==> src/hdl/multimodal_rope_position_generator_macros.svh <==
// Assertion macros shared by the position generator RTL.
`ifndef MULTIMODAL_ROPE_POSITION_GENERATOR_MACROS_SVH
`define MULTIMODAL_ROPE_POSITION_GENERATOR_MACROS_SVH

// Same-cycle implication, checked on every rising edge outside reset.
`define MRPG_ASSERT_IMP(label, ante, cons) \
	label: assert property (@(posedge clk) disable iff (!arst_n) (ante) |-> (cons)) \
		else $error("assertion failed");

// Next-cycle implication, checked on every rising edge outside reset.
`define MRPG_ASSERT_NXT(label, ante, cons) \
	label: assert property (@(posedge clk) disable iff (!arst_n) (ante) |=> (cons)) \
		else $error("assertion failed");

`endif

==> src/hdl/mrpg_pkg.sv <==
// Types and constants of the multimodal rotary position generator.
package mrpg_pkg;

	localparam int MAX_TOKENS = 65536;

	localparam int TOKEN_W  = 31;
	localparam int COUNT_W  = 17;
	localparam int TEMP_W   = 16;
	localparam int NEXT_W   = 18;
	localparam int S_DATA_W = 48;
	localparam int M_DATA_W = 72;
	localparam int ADDR_W   = 4;

	typedef enum logic [1:0] {
		PH_BEFORE = 2'd0,
		PH_RUN    = 2'd1,
		PH_AFTER  = 2'd2,
		PH_PLAIN  = 2'd3
	} phase_t;

	typedef enum logic [1:0] {
		REG_IMAGE_TOKEN   = 2'd0,
		REG_FEATURE_COUNT = 2'd1,
		REG_GRID_ROWS     = 2'd2,
		REG_GRID_COLS     = 2'd3
	} cfg_reg_t;

endpackage

==> src/hdl/multimodal_rope_position_generator.sv <==
// A token accepted into the input register reaches the master side through the result register.
// Throughput: one token per cycle while m_tready stays high; the input register and the result
// register each take a new transaction while the one ahead moves on.
// The sequence counters update once per token as it moves into the result register.
// Reset (arst_n low, asynchronous) clears the valid flags, the configuration and the sequence state.
// Configuration registers take effect for the next token.
`include "multimodal_rope_position_generator_macros.svh"

module multimodal_rope_position_generator (
	input  logic                          clk,
	input  logic                          arst_n,
	// s_tdata: token_value [30:0], sequence_length [47:31].
	input  logic                          s_tvalid,
	output logic                          s_tready,
	input  logic [mrpg_pkg::S_DATA_W-1:0] s_tdata,
	// m_tdata: temporal_position [15:0], row_position [32:16],
	// column_position [49:33], next_pos [67:50], zero fill above.
	output logic                          m_tvalid,
	input  logic                          m_tready,
	output logic [mrpg_pkg::M_DATA_W-1:0] m_tdata,
	output logic                          m_tlast,
	input  logic                          psel,
	input  logic                          penable,
	input  logic                          pwrite,
	input  logic [mrpg_pkg::ADDR_W-1:0]   paddr,
	input  logic [31:0]                   pwdata,
	output logic [31:0]                   prdata,
	output logic                          pready
);
	import mrpg_pkg::*;

	logic [TOKEN_W-1:0] image_token_q;
	logic [COUNT_W-1:0] feature_count_q;
	logic [COUNT_W-1:0] grid_rows_q;
	logic [COUNT_W-1:0] grid_cols_q;
	cfg_reg_t           reg_sel;
	logic               cfg_write;

	logic               s1_valid_q;
	logic [TOKEN_W-1:0] token_s1;
	logic [COUNT_W-1:0] length_s1;
	logic               advance;

	logic [COUNT_W-1:0] token_index_q;
	phase_t             phase_q;
	logic [COUNT_W-1:0] run_start_q;
	logic [COUNT_W-1:0] row_q;
	logic [COUNT_W-1:0] col_q;
	logic [COUNT_W-1:0] run_q;
	logic [NEXT_W-1:0]  text_pos_q;

	logic [COUNT_W-1:0]   len_c;
	logic                 last_c;
	logic [2*COUNT_W-1:0] grid_area;
	logic                 grid_ok;
	logic                 fits;
	logic                 opens;
	logic [COUNT_W-1:0]   larger;
	phase_t               eff_phase;
	logic [COUNT_W-1:0]   eff_start;
	logic [COUNT_W-1:0]   eff_row;
	logic [COUNT_W-1:0]   eff_col;
	logic [COUNT_W-1:0]   eff_run;
	logic [NEXT_W-1:0]    run_end;

	phase_t             phase_d;
	logic [COUNT_W-1:0] row_d;
	logic [COUNT_W-1:0] col_d;
	logic [COUNT_W-1:0] run_d;
	logic [NEXT_W-1:0]  text_pos_d;
	logic [TEMP_W-1:0]  temp_c;
	logic [COUNT_W-1:0] row_pos_c;
	logic [COUNT_W-1:0] col_pos_c;
	logic [NEXT_W-1:0]  next_c;

	logic                m_valid_q;
	logic [TEMP_W-1:0]   temp_q;
	logic [COUNT_W-1:0]  row_pos_q;
	logic [COUNT_W-1:0]  col_pos_q;
	logic [NEXT_W-1:0]   next_q;
	logic                last_q;

	// Configuration port.
	assign pready    = 1'b1;
	assign reg_sel   = cfg_reg_t'(paddr[ADDR_W-1:2]);
	assign cfg_write = psel && penable && pwrite && pready;

	always_ff @(posedge clk or negedge arst_n) begin
		if (!arst_n) begin
			image_token_q   <= '0;
			feature_count_q <= '0;
			grid_rows_q     <= '0;
			grid_cols_q     <= '0;
		end else if (cfg_write) begin
			case (reg_sel)
				REG_IMAGE_TOKEN:   image_token_q   <= pwdata[TOKEN_W-1:0];
				REG_FEATURE_COUNT: feature_count_q <= pwdata[COUNT_W-1:0];
				REG_GRID_ROWS:     grid_rows_q     <= pwdata[COUNT_W-1:0];
				REG_GRID_COLS:     grid_cols_q     <= pwdata[COUNT_W-1:0];
				default:           image_token_q   <= image_token_q;
			endcase
		end
	end

	always_comb begin
		case (reg_sel)
			REG_IMAGE_TOKEN:   prdata = {1'b0, image_token_q};
			REG_FEATURE_COUNT: prdata = {15'd0, feature_count_q};
			REG_GRID_ROWS:     prdata = {15'd0, grid_rows_q};
			REG_GRID_COLS:     prdata = {15'd0, grid_cols_q};
			default:           prdata = '0;
		endcase
	end

	// Handshake between the input register and the result register.
	assign advance  = s1_valid_q && (!m_valid_q || m_tready);
	assign s_tready = !s1_valid_q || advance;

	always_ff @(posedge clk or negedge arst_n) begin
		if (!arst_n) begin
			s1_valid_q <= 1'b0;
		end else if (s_tready) begin
			s1_valid_q <= s_tvalid;
		end
	end

	always_ff @(posedge clk) begin
		if (s_tvalid && s_tready) begin
			token_s1  <= s_tdata[TOKEN_W-1:0];
			length_s1 <= s_tdata[TOKEN_W+COUNT_W-1:TOKEN_W];
		end
	end

	// Position logic for the token in the input register.
	always_comb begin
		if (length_s1 == '0) begin
			len_c = COUNT_W'(1);
		end else if (32'(length_s1) > 32'(MAX_TOKENS)) begin
			len_c = COUNT_W'(MAX_TOKENS);
		end else begin
			len_c = length_s1;
		end
		last_c    = ({1'b0, token_index_q} + NEXT_W'(1)) >= {1'b0, len_c};
		grid_area = {{COUNT_W{1'b0}}, grid_rows_q} * {{COUNT_W{1'b0}}, grid_cols_q};
		grid_ok   = (grid_rows_q != '0) && (grid_cols_q != '0)
			&& (grid_area == {{COUNT_W{1'b0}}, feature_count_q});
		fits      = ({1'b0, token_index_q} + {1'b0, feature_count_q}) <= {1'b0, len_c};
		opens     = (phase_q == PH_BEFORE) && (token_s1 == image_token_q);
		larger    = (grid_rows_q > grid_cols_q) ? grid_rows_q : grid_cols_q;

		eff_phase = phase_q;
		eff_start = run_start_q;
		eff_row   = row_q;
		eff_col   = col_q;
		eff_run   = run_q;
		if (opens) begin
			if (grid_ok && fits) begin
				eff_phase = PH_RUN;
				eff_start = token_index_q;
				eff_row   = '0;
				eff_col   = '0;
				eff_run   = '0;
			end else begin
				eff_phase = PH_PLAIN;
			end
		end
		run_end = {1'b0, eff_start} + {1'b0, larger};

		phase_d    = eff_phase;
		row_d      = eff_row;
		col_d      = eff_col;
		run_d      = eff_run;
		text_pos_d = text_pos_q;
		case (eff_phase)
			PH_RUN: begin
				temp_c    = eff_start[TEMP_W-1:0];
				row_pos_c = eff_start + eff_row;
				col_pos_c = eff_start + eff_col;
				next_c    = run_end;
				if (({1'b0, eff_col} + NEXT_W'(1)) >= {1'b0, grid_cols_q}) begin
					col_d = '0;
					row_d = eff_row + COUNT_W'(1);
				end else begin
					col_d = eff_col + COUNT_W'(1);
				end
				run_d = eff_run + COUNT_W'(1);
				if (run_d >= feature_count_q) begin
					phase_d    = PH_AFTER;
					text_pos_d = run_end;
				end
			end
			PH_AFTER: begin
				temp_c     = text_pos_q[TEMP_W-1:0];
				row_pos_c  = text_pos_q[COUNT_W-1:0];
				col_pos_c  = text_pos_q[COUNT_W-1:0];
				text_pos_d = text_pos_q + NEXT_W'(1);
				next_c     = text_pos_d;
			end
			default: begin
				temp_c    = token_index_q[TEMP_W-1:0];
				row_pos_c = token_index_q;
				col_pos_c = token_index_q;
				next_c    = {1'b0, token_index_q} + NEXT_W'(1);
			end
		endcase
	end

	// Sequence state, updated as each token moves into the result register.
	always_ff @(posedge clk or negedge arst_n) begin
		if (!arst_n) begin
			token_index_q <= '0;
			phase_q       <= PH_BEFORE;
			run_start_q   <= '0;
			row_q         <= '0;
			col_q         <= '0;
			run_q         <= '0;
			text_pos_q    <= '0;
		end else if (advance) begin
			if (last_c) begin
				token_index_q <= '0;
				phase_q       <= PH_BEFORE;
				run_start_q   <= '0;
				row_q         <= '0;
				col_q         <= '0;
				run_q         <= '0;
				text_pos_q    <= '0;
			end else begin
				token_index_q <= token_index_q + COUNT_W'(1);
				phase_q       <= phase_d;
				run_start_q   <= eff_start;
				row_q         <= row_d;
				col_q         <= col_d;
				run_q         <= run_d;
				text_pos_q    <= text_pos_d;
			end
		end
	end

	always_ff @(posedge clk or negedge arst_n) begin
		if (!arst_n) begin
			m_valid_q <= 1'b0;
		end else if (advance) begin
			m_valid_q <= 1'b1;
		end else if (m_tready) begin
			m_valid_q <= 1'b0;
		end
	end

	always_ff @(posedge clk) begin
		if (advance) begin
			temp_q    <= temp_c;
			row_pos_q <= row_pos_c;
			col_pos_q <= col_pos_c;
			next_q    <= last_c ? next_c : '0;
			last_q    <= last_c;
		end
	end

	assign m_tvalid = m_valid_q;
	assign m_tlast  = last_q;
	assign m_tdata  = {4'd0, next_q, col_pos_q, row_pos_q, temp_q};

	`MRPG_ASSERT_IMP(a_ready_when_empty, !m_valid_q, s_tready)
	`MRPG_ASSERT_IMP(a_next_only_on_last, m_valid_q && !last_q, next_q == '0)
	`MRPG_ASSERT_NXT(a_clear_after_last, advance && last_c,
		token_index_q == '0 && phase_q == PH_BEFORE)
	`MRPG_ASSERT_NXT(a_index_steps, advance && !last_c,
		token_index_q == $past(token_index_q) + COUNT_W'(1))

endmodule
==> config.mk <==
export PLATFORM = sky130hd
export DESIGN_NAME = multimodal_rope_position_generator
export DESIGN_NICKNAME = d
export VERILOG_FILES = /design/src/hdl/mrpg_pkg.sv /design/src/hdl/multimodal_rope_position_generator.sv
export VERILOG_INCLUDE_DIRS = /design/src /design/src/hdl
export SDC_FILE = /design/constraint.sdc
export NUM_CORES = 2
export LEC_CHECK = 0
export BUFFER_PORTS_ARGS = -buffer_cell sky130_fd_sc_hd__buf_2
export CORE_MARGIN = 4
export CORE_UTILIZATION = 63
export CTS_CLUSTER_DIAMETER = 80
export DETAILED_ROUTE_END_ITERATION = 16
export GPL_TIMING_DRIVEN = 0
export PLACE_DENSITY_LB_ADDON = 0.05
export RECOVER_POWER = 25
export SLEW_MARGIN = 30
export SYNTH_ARGS = -nofsm -noshare
export SYNTH_HDL_FRONTEND = slang
export SYNTH_SLANG_ARGS = --single-unit
==> constraint.sdc <==
create_clock -name clk -period 13.64 [get_ports clk]
set_input_delay 1.364 -clock clk [delete_from_list [all_inputs] [get_ports clk]]
set_output_delay 1.364 -clock clk [all_outputs]
set_load 0.01 [all_outputs]
==> run metrics <==
Hold EP=run_start_q[9]; gpl congestion=1.07; Netlist cell types=95; hold_buf cts=0; number of remaining DRC errors=0; initial antenna violation count=6; hold_sp=run_start_q[9]; fin. max-slew vios=194; Top Metal Used=met5; violated checks=max-capacitance violations, max-slew violations; Setup Buffers After CTS=0; RR Startpoint=grid_rows_q[11]; share of cells above drive strength 1=12.7%; worst path required time=14.15 ns; number of CTS-inserted buffers=36; Final Hold Fails=0; Antenna Nets Post-Route=0; top achievable clock speed=76.0 MHz; Cell Area, Synth=30,400 sq um; Crit-path slowest cell=dfrtp_1; Most used DFF post-synth=dfrtp_1; overall routed net length=103 mm; IO Pins=199; max-cap viol count=3; CP top delay family=adder cells; Seq cells post-synth=306; WL met2=43.1 mm; Rows=80; post-layout util=70.2%; fin crit share=96.4%; worst r2r dst=text_pos_q[12]; Tot GR Track Use=39.8%; grt ovf=0; Detail Placement HPWL=82.2 mm; Hold Path Depth=1; Initial Utilization=63.7%; RSZ-0062 raised after global routing=no; H-tree Lvls=2; first-pass GRT wire length=155 mm; detailed-route via count=26.6k; drt pass-1 iters=6; CTS root buffer=clkbuf_16; chip height=228 um; CP arrival=13.67 ns; vias in the first global route=26.0k; Final Critical Period=13.15 ns; WP buf/inv=10; Commonest cells post-synth=425 x nand2_1, 309 x inv_1, 281 x ha_1; R2R setup slack=0.49 ns; clock tree sinks=306; pin count of the biggest net entering global routing=87; CTS tree=yes; Worst Setup Start Kind=register; met3 WL post-DR=13.5 mm; Core ar.=47,600 sq um; CP max FO=19; status=finished, violations left; CP endpoint kind=register; Largest stage delay, worst path=0.58 ns; 1st-iter DRT viols=3,094; M1 WL=41.4 mm; Levels on crit path=41; most common cell in the synthesized netlist=nand2_1; mean post-synth cell area=9.39 sq um; Tightest Pin Transition=4.62 ns; Skew-Pair Late Insertion Delay=0.59 ns; most frequent CP cell=fa_1; Die Area=51,800 sq um; number of synthesized flops with an enable pin=117; Synth area leaders=dfrtp_1 16%, fa_1 15%, ha_1 12%, edfxtp_1 12%, nand2_1 5.3%; clock buffer depth=3; fin nets=4,069; max_slew headroom=-208%; post-synth top area share=15.6%; clk slew on worst S/H paths=0.06 ns; cells after synthesis=3,233; Setup Skew=0.0508 ns; Critical Setup Path Class=register to register; Fin Setup TNS=0 ns; wire length per cell=25.1 um; synth warn=0; Seq/Total Area, Yosys=27.1%; Avg Vias per Cell=6.46; final setup fails=0; r2r worst-path depth=41; Post-synth ARST share=61.8%; largest area contributor in the netlist=dfrtp_1; Fin Hold WS=0.507 ns; Die W=228 um; worst hold path class=register to register; port bufs=189; synthesis-to-finish area growth=10.1%
[sequential cells by signal, summed over array words and instances, names as in the netlist]
signal	cells
token_index_q	17
length_s1	17
grid_rows_q	17
phase_q	2
feature_count_q	17
text_pos_q	18
grid_cols_q	17
s1_valid_q	1
m_tlast	1
temp_q	16
run_q	17
token_s1	31
run_start_q	17
row_pos_q	17
col_q	17
image_token_q	31
col_pos_q	17
row_q	17
next_q	18
m_tvalid	1
[final cells by class]
type | instances | area (sq um)
Clock buffer | 56 | 1130
Fill cell | 3726 | 14200
Tap cell | 615 | 769
Inverter | 309 | 1160
Antenna cell | 4 | 10.0
Sequential cell | 306 | 8240
Buffer | 171 | 757
Clock inverter | 9 | 105
Timing Repair Buffer | 195 | 1010
Multi-Input combinational cell | 2450 | 20300
[worst max path at each step]
stage          slack (ns)             from        endpoint
2_1_floorplan        3.42  grid_rows_q[12]  text_pos_q[11]
3_5_place_dp         0.02   grid_rows_q[7]  text_pos_q[17]
4_1_cts              0.03   grid_rows_q[8]  text_pos_q[12]
6_report             0.49  grid_rows_q[11]  text_pos_q[12]
3_3_place_gp         0.16   grid_rows_q[7]  text_pos_q[12]
5_1_grt              0.02   grid_rows_q[9]  text_pos_q[11]
[metal layers]
| layer | track usage [%] | vias up |
|---|---|---|
| li1 | - | 11595 |
| met1 | 56.3 | 12999 |
| met2 | 57.0 | 1678 |
| met3 | 12.1 | 292 |
| met4 | 17.9 | 2 |
| met5 | 0 | - |
[cells by family after synthesis]
group / share of synthesized area (%)
and+or+nand+nor: 17.1
muxes: 4.70
adders and majority gates: 26.6
DFF: 27.1
AOI/OAI and AO/OA: 12.9
other: 0.0247
xor gates and xnor gates: 5.25
buffers and inverters: 6.26
[stage by stage]
stage	cell area, sq um	std cells	setup slack, ns
after floorplan	30400	3237	3.42
after global placement	32100	4041	0.164
after detailed placement	32200	4047	0.0243
after CTS	33500	4112	0.0331
after global routing	33400	4111	0.0180
final	33400	4115	0.486
[layout by cell type (no fill, tap or decap), drive strengths merged, types with 11 or more instances in the layout]
cell type	instances
buf	240
a31oi	23
clkbuf	182
o21ai	155
a22oi	20
a21oi	126
xnor2	111
inv	310
a22o	37
o21bai	11
nand4	41
o22ai	11
a21o	50
mux2	87
nor2b	14
o211ai	21
nor4	28
a211oi	13
fa	228
o31ai	12
nand2b	22
edfxtp	117
xor2	71
o21a	14
ha	281
dfrtp	189
nand2	428
nor3	38
mux4	17
and2	177
and3	29
nor2	153
nand3	69
or3	19
[what timing repair did]
action                                  CTS  global route
endpoints found under the setup margin   10            22
resized for setup                         3            27
cloned                                    0             0
[worst register-to-register path, delay by kind of cell (launching register included)]
kind | cells | cell delay (ns)
adders and majority gates | 9 | 3.86
and+or+nand+nor | 9 | 2.08
AOI/OAI and AO/OA | 11 | 3.22
buffers and inverters | 10 | 2.78
xor gates and xnor gates | 1 | 0.21
DFF | 1 | 0.58
muxes | 1 | 0.39
Power is left out: the tool's default activity adds up to more than one toggle a clock period on the data nets, which glitch-free logic cannot reach.
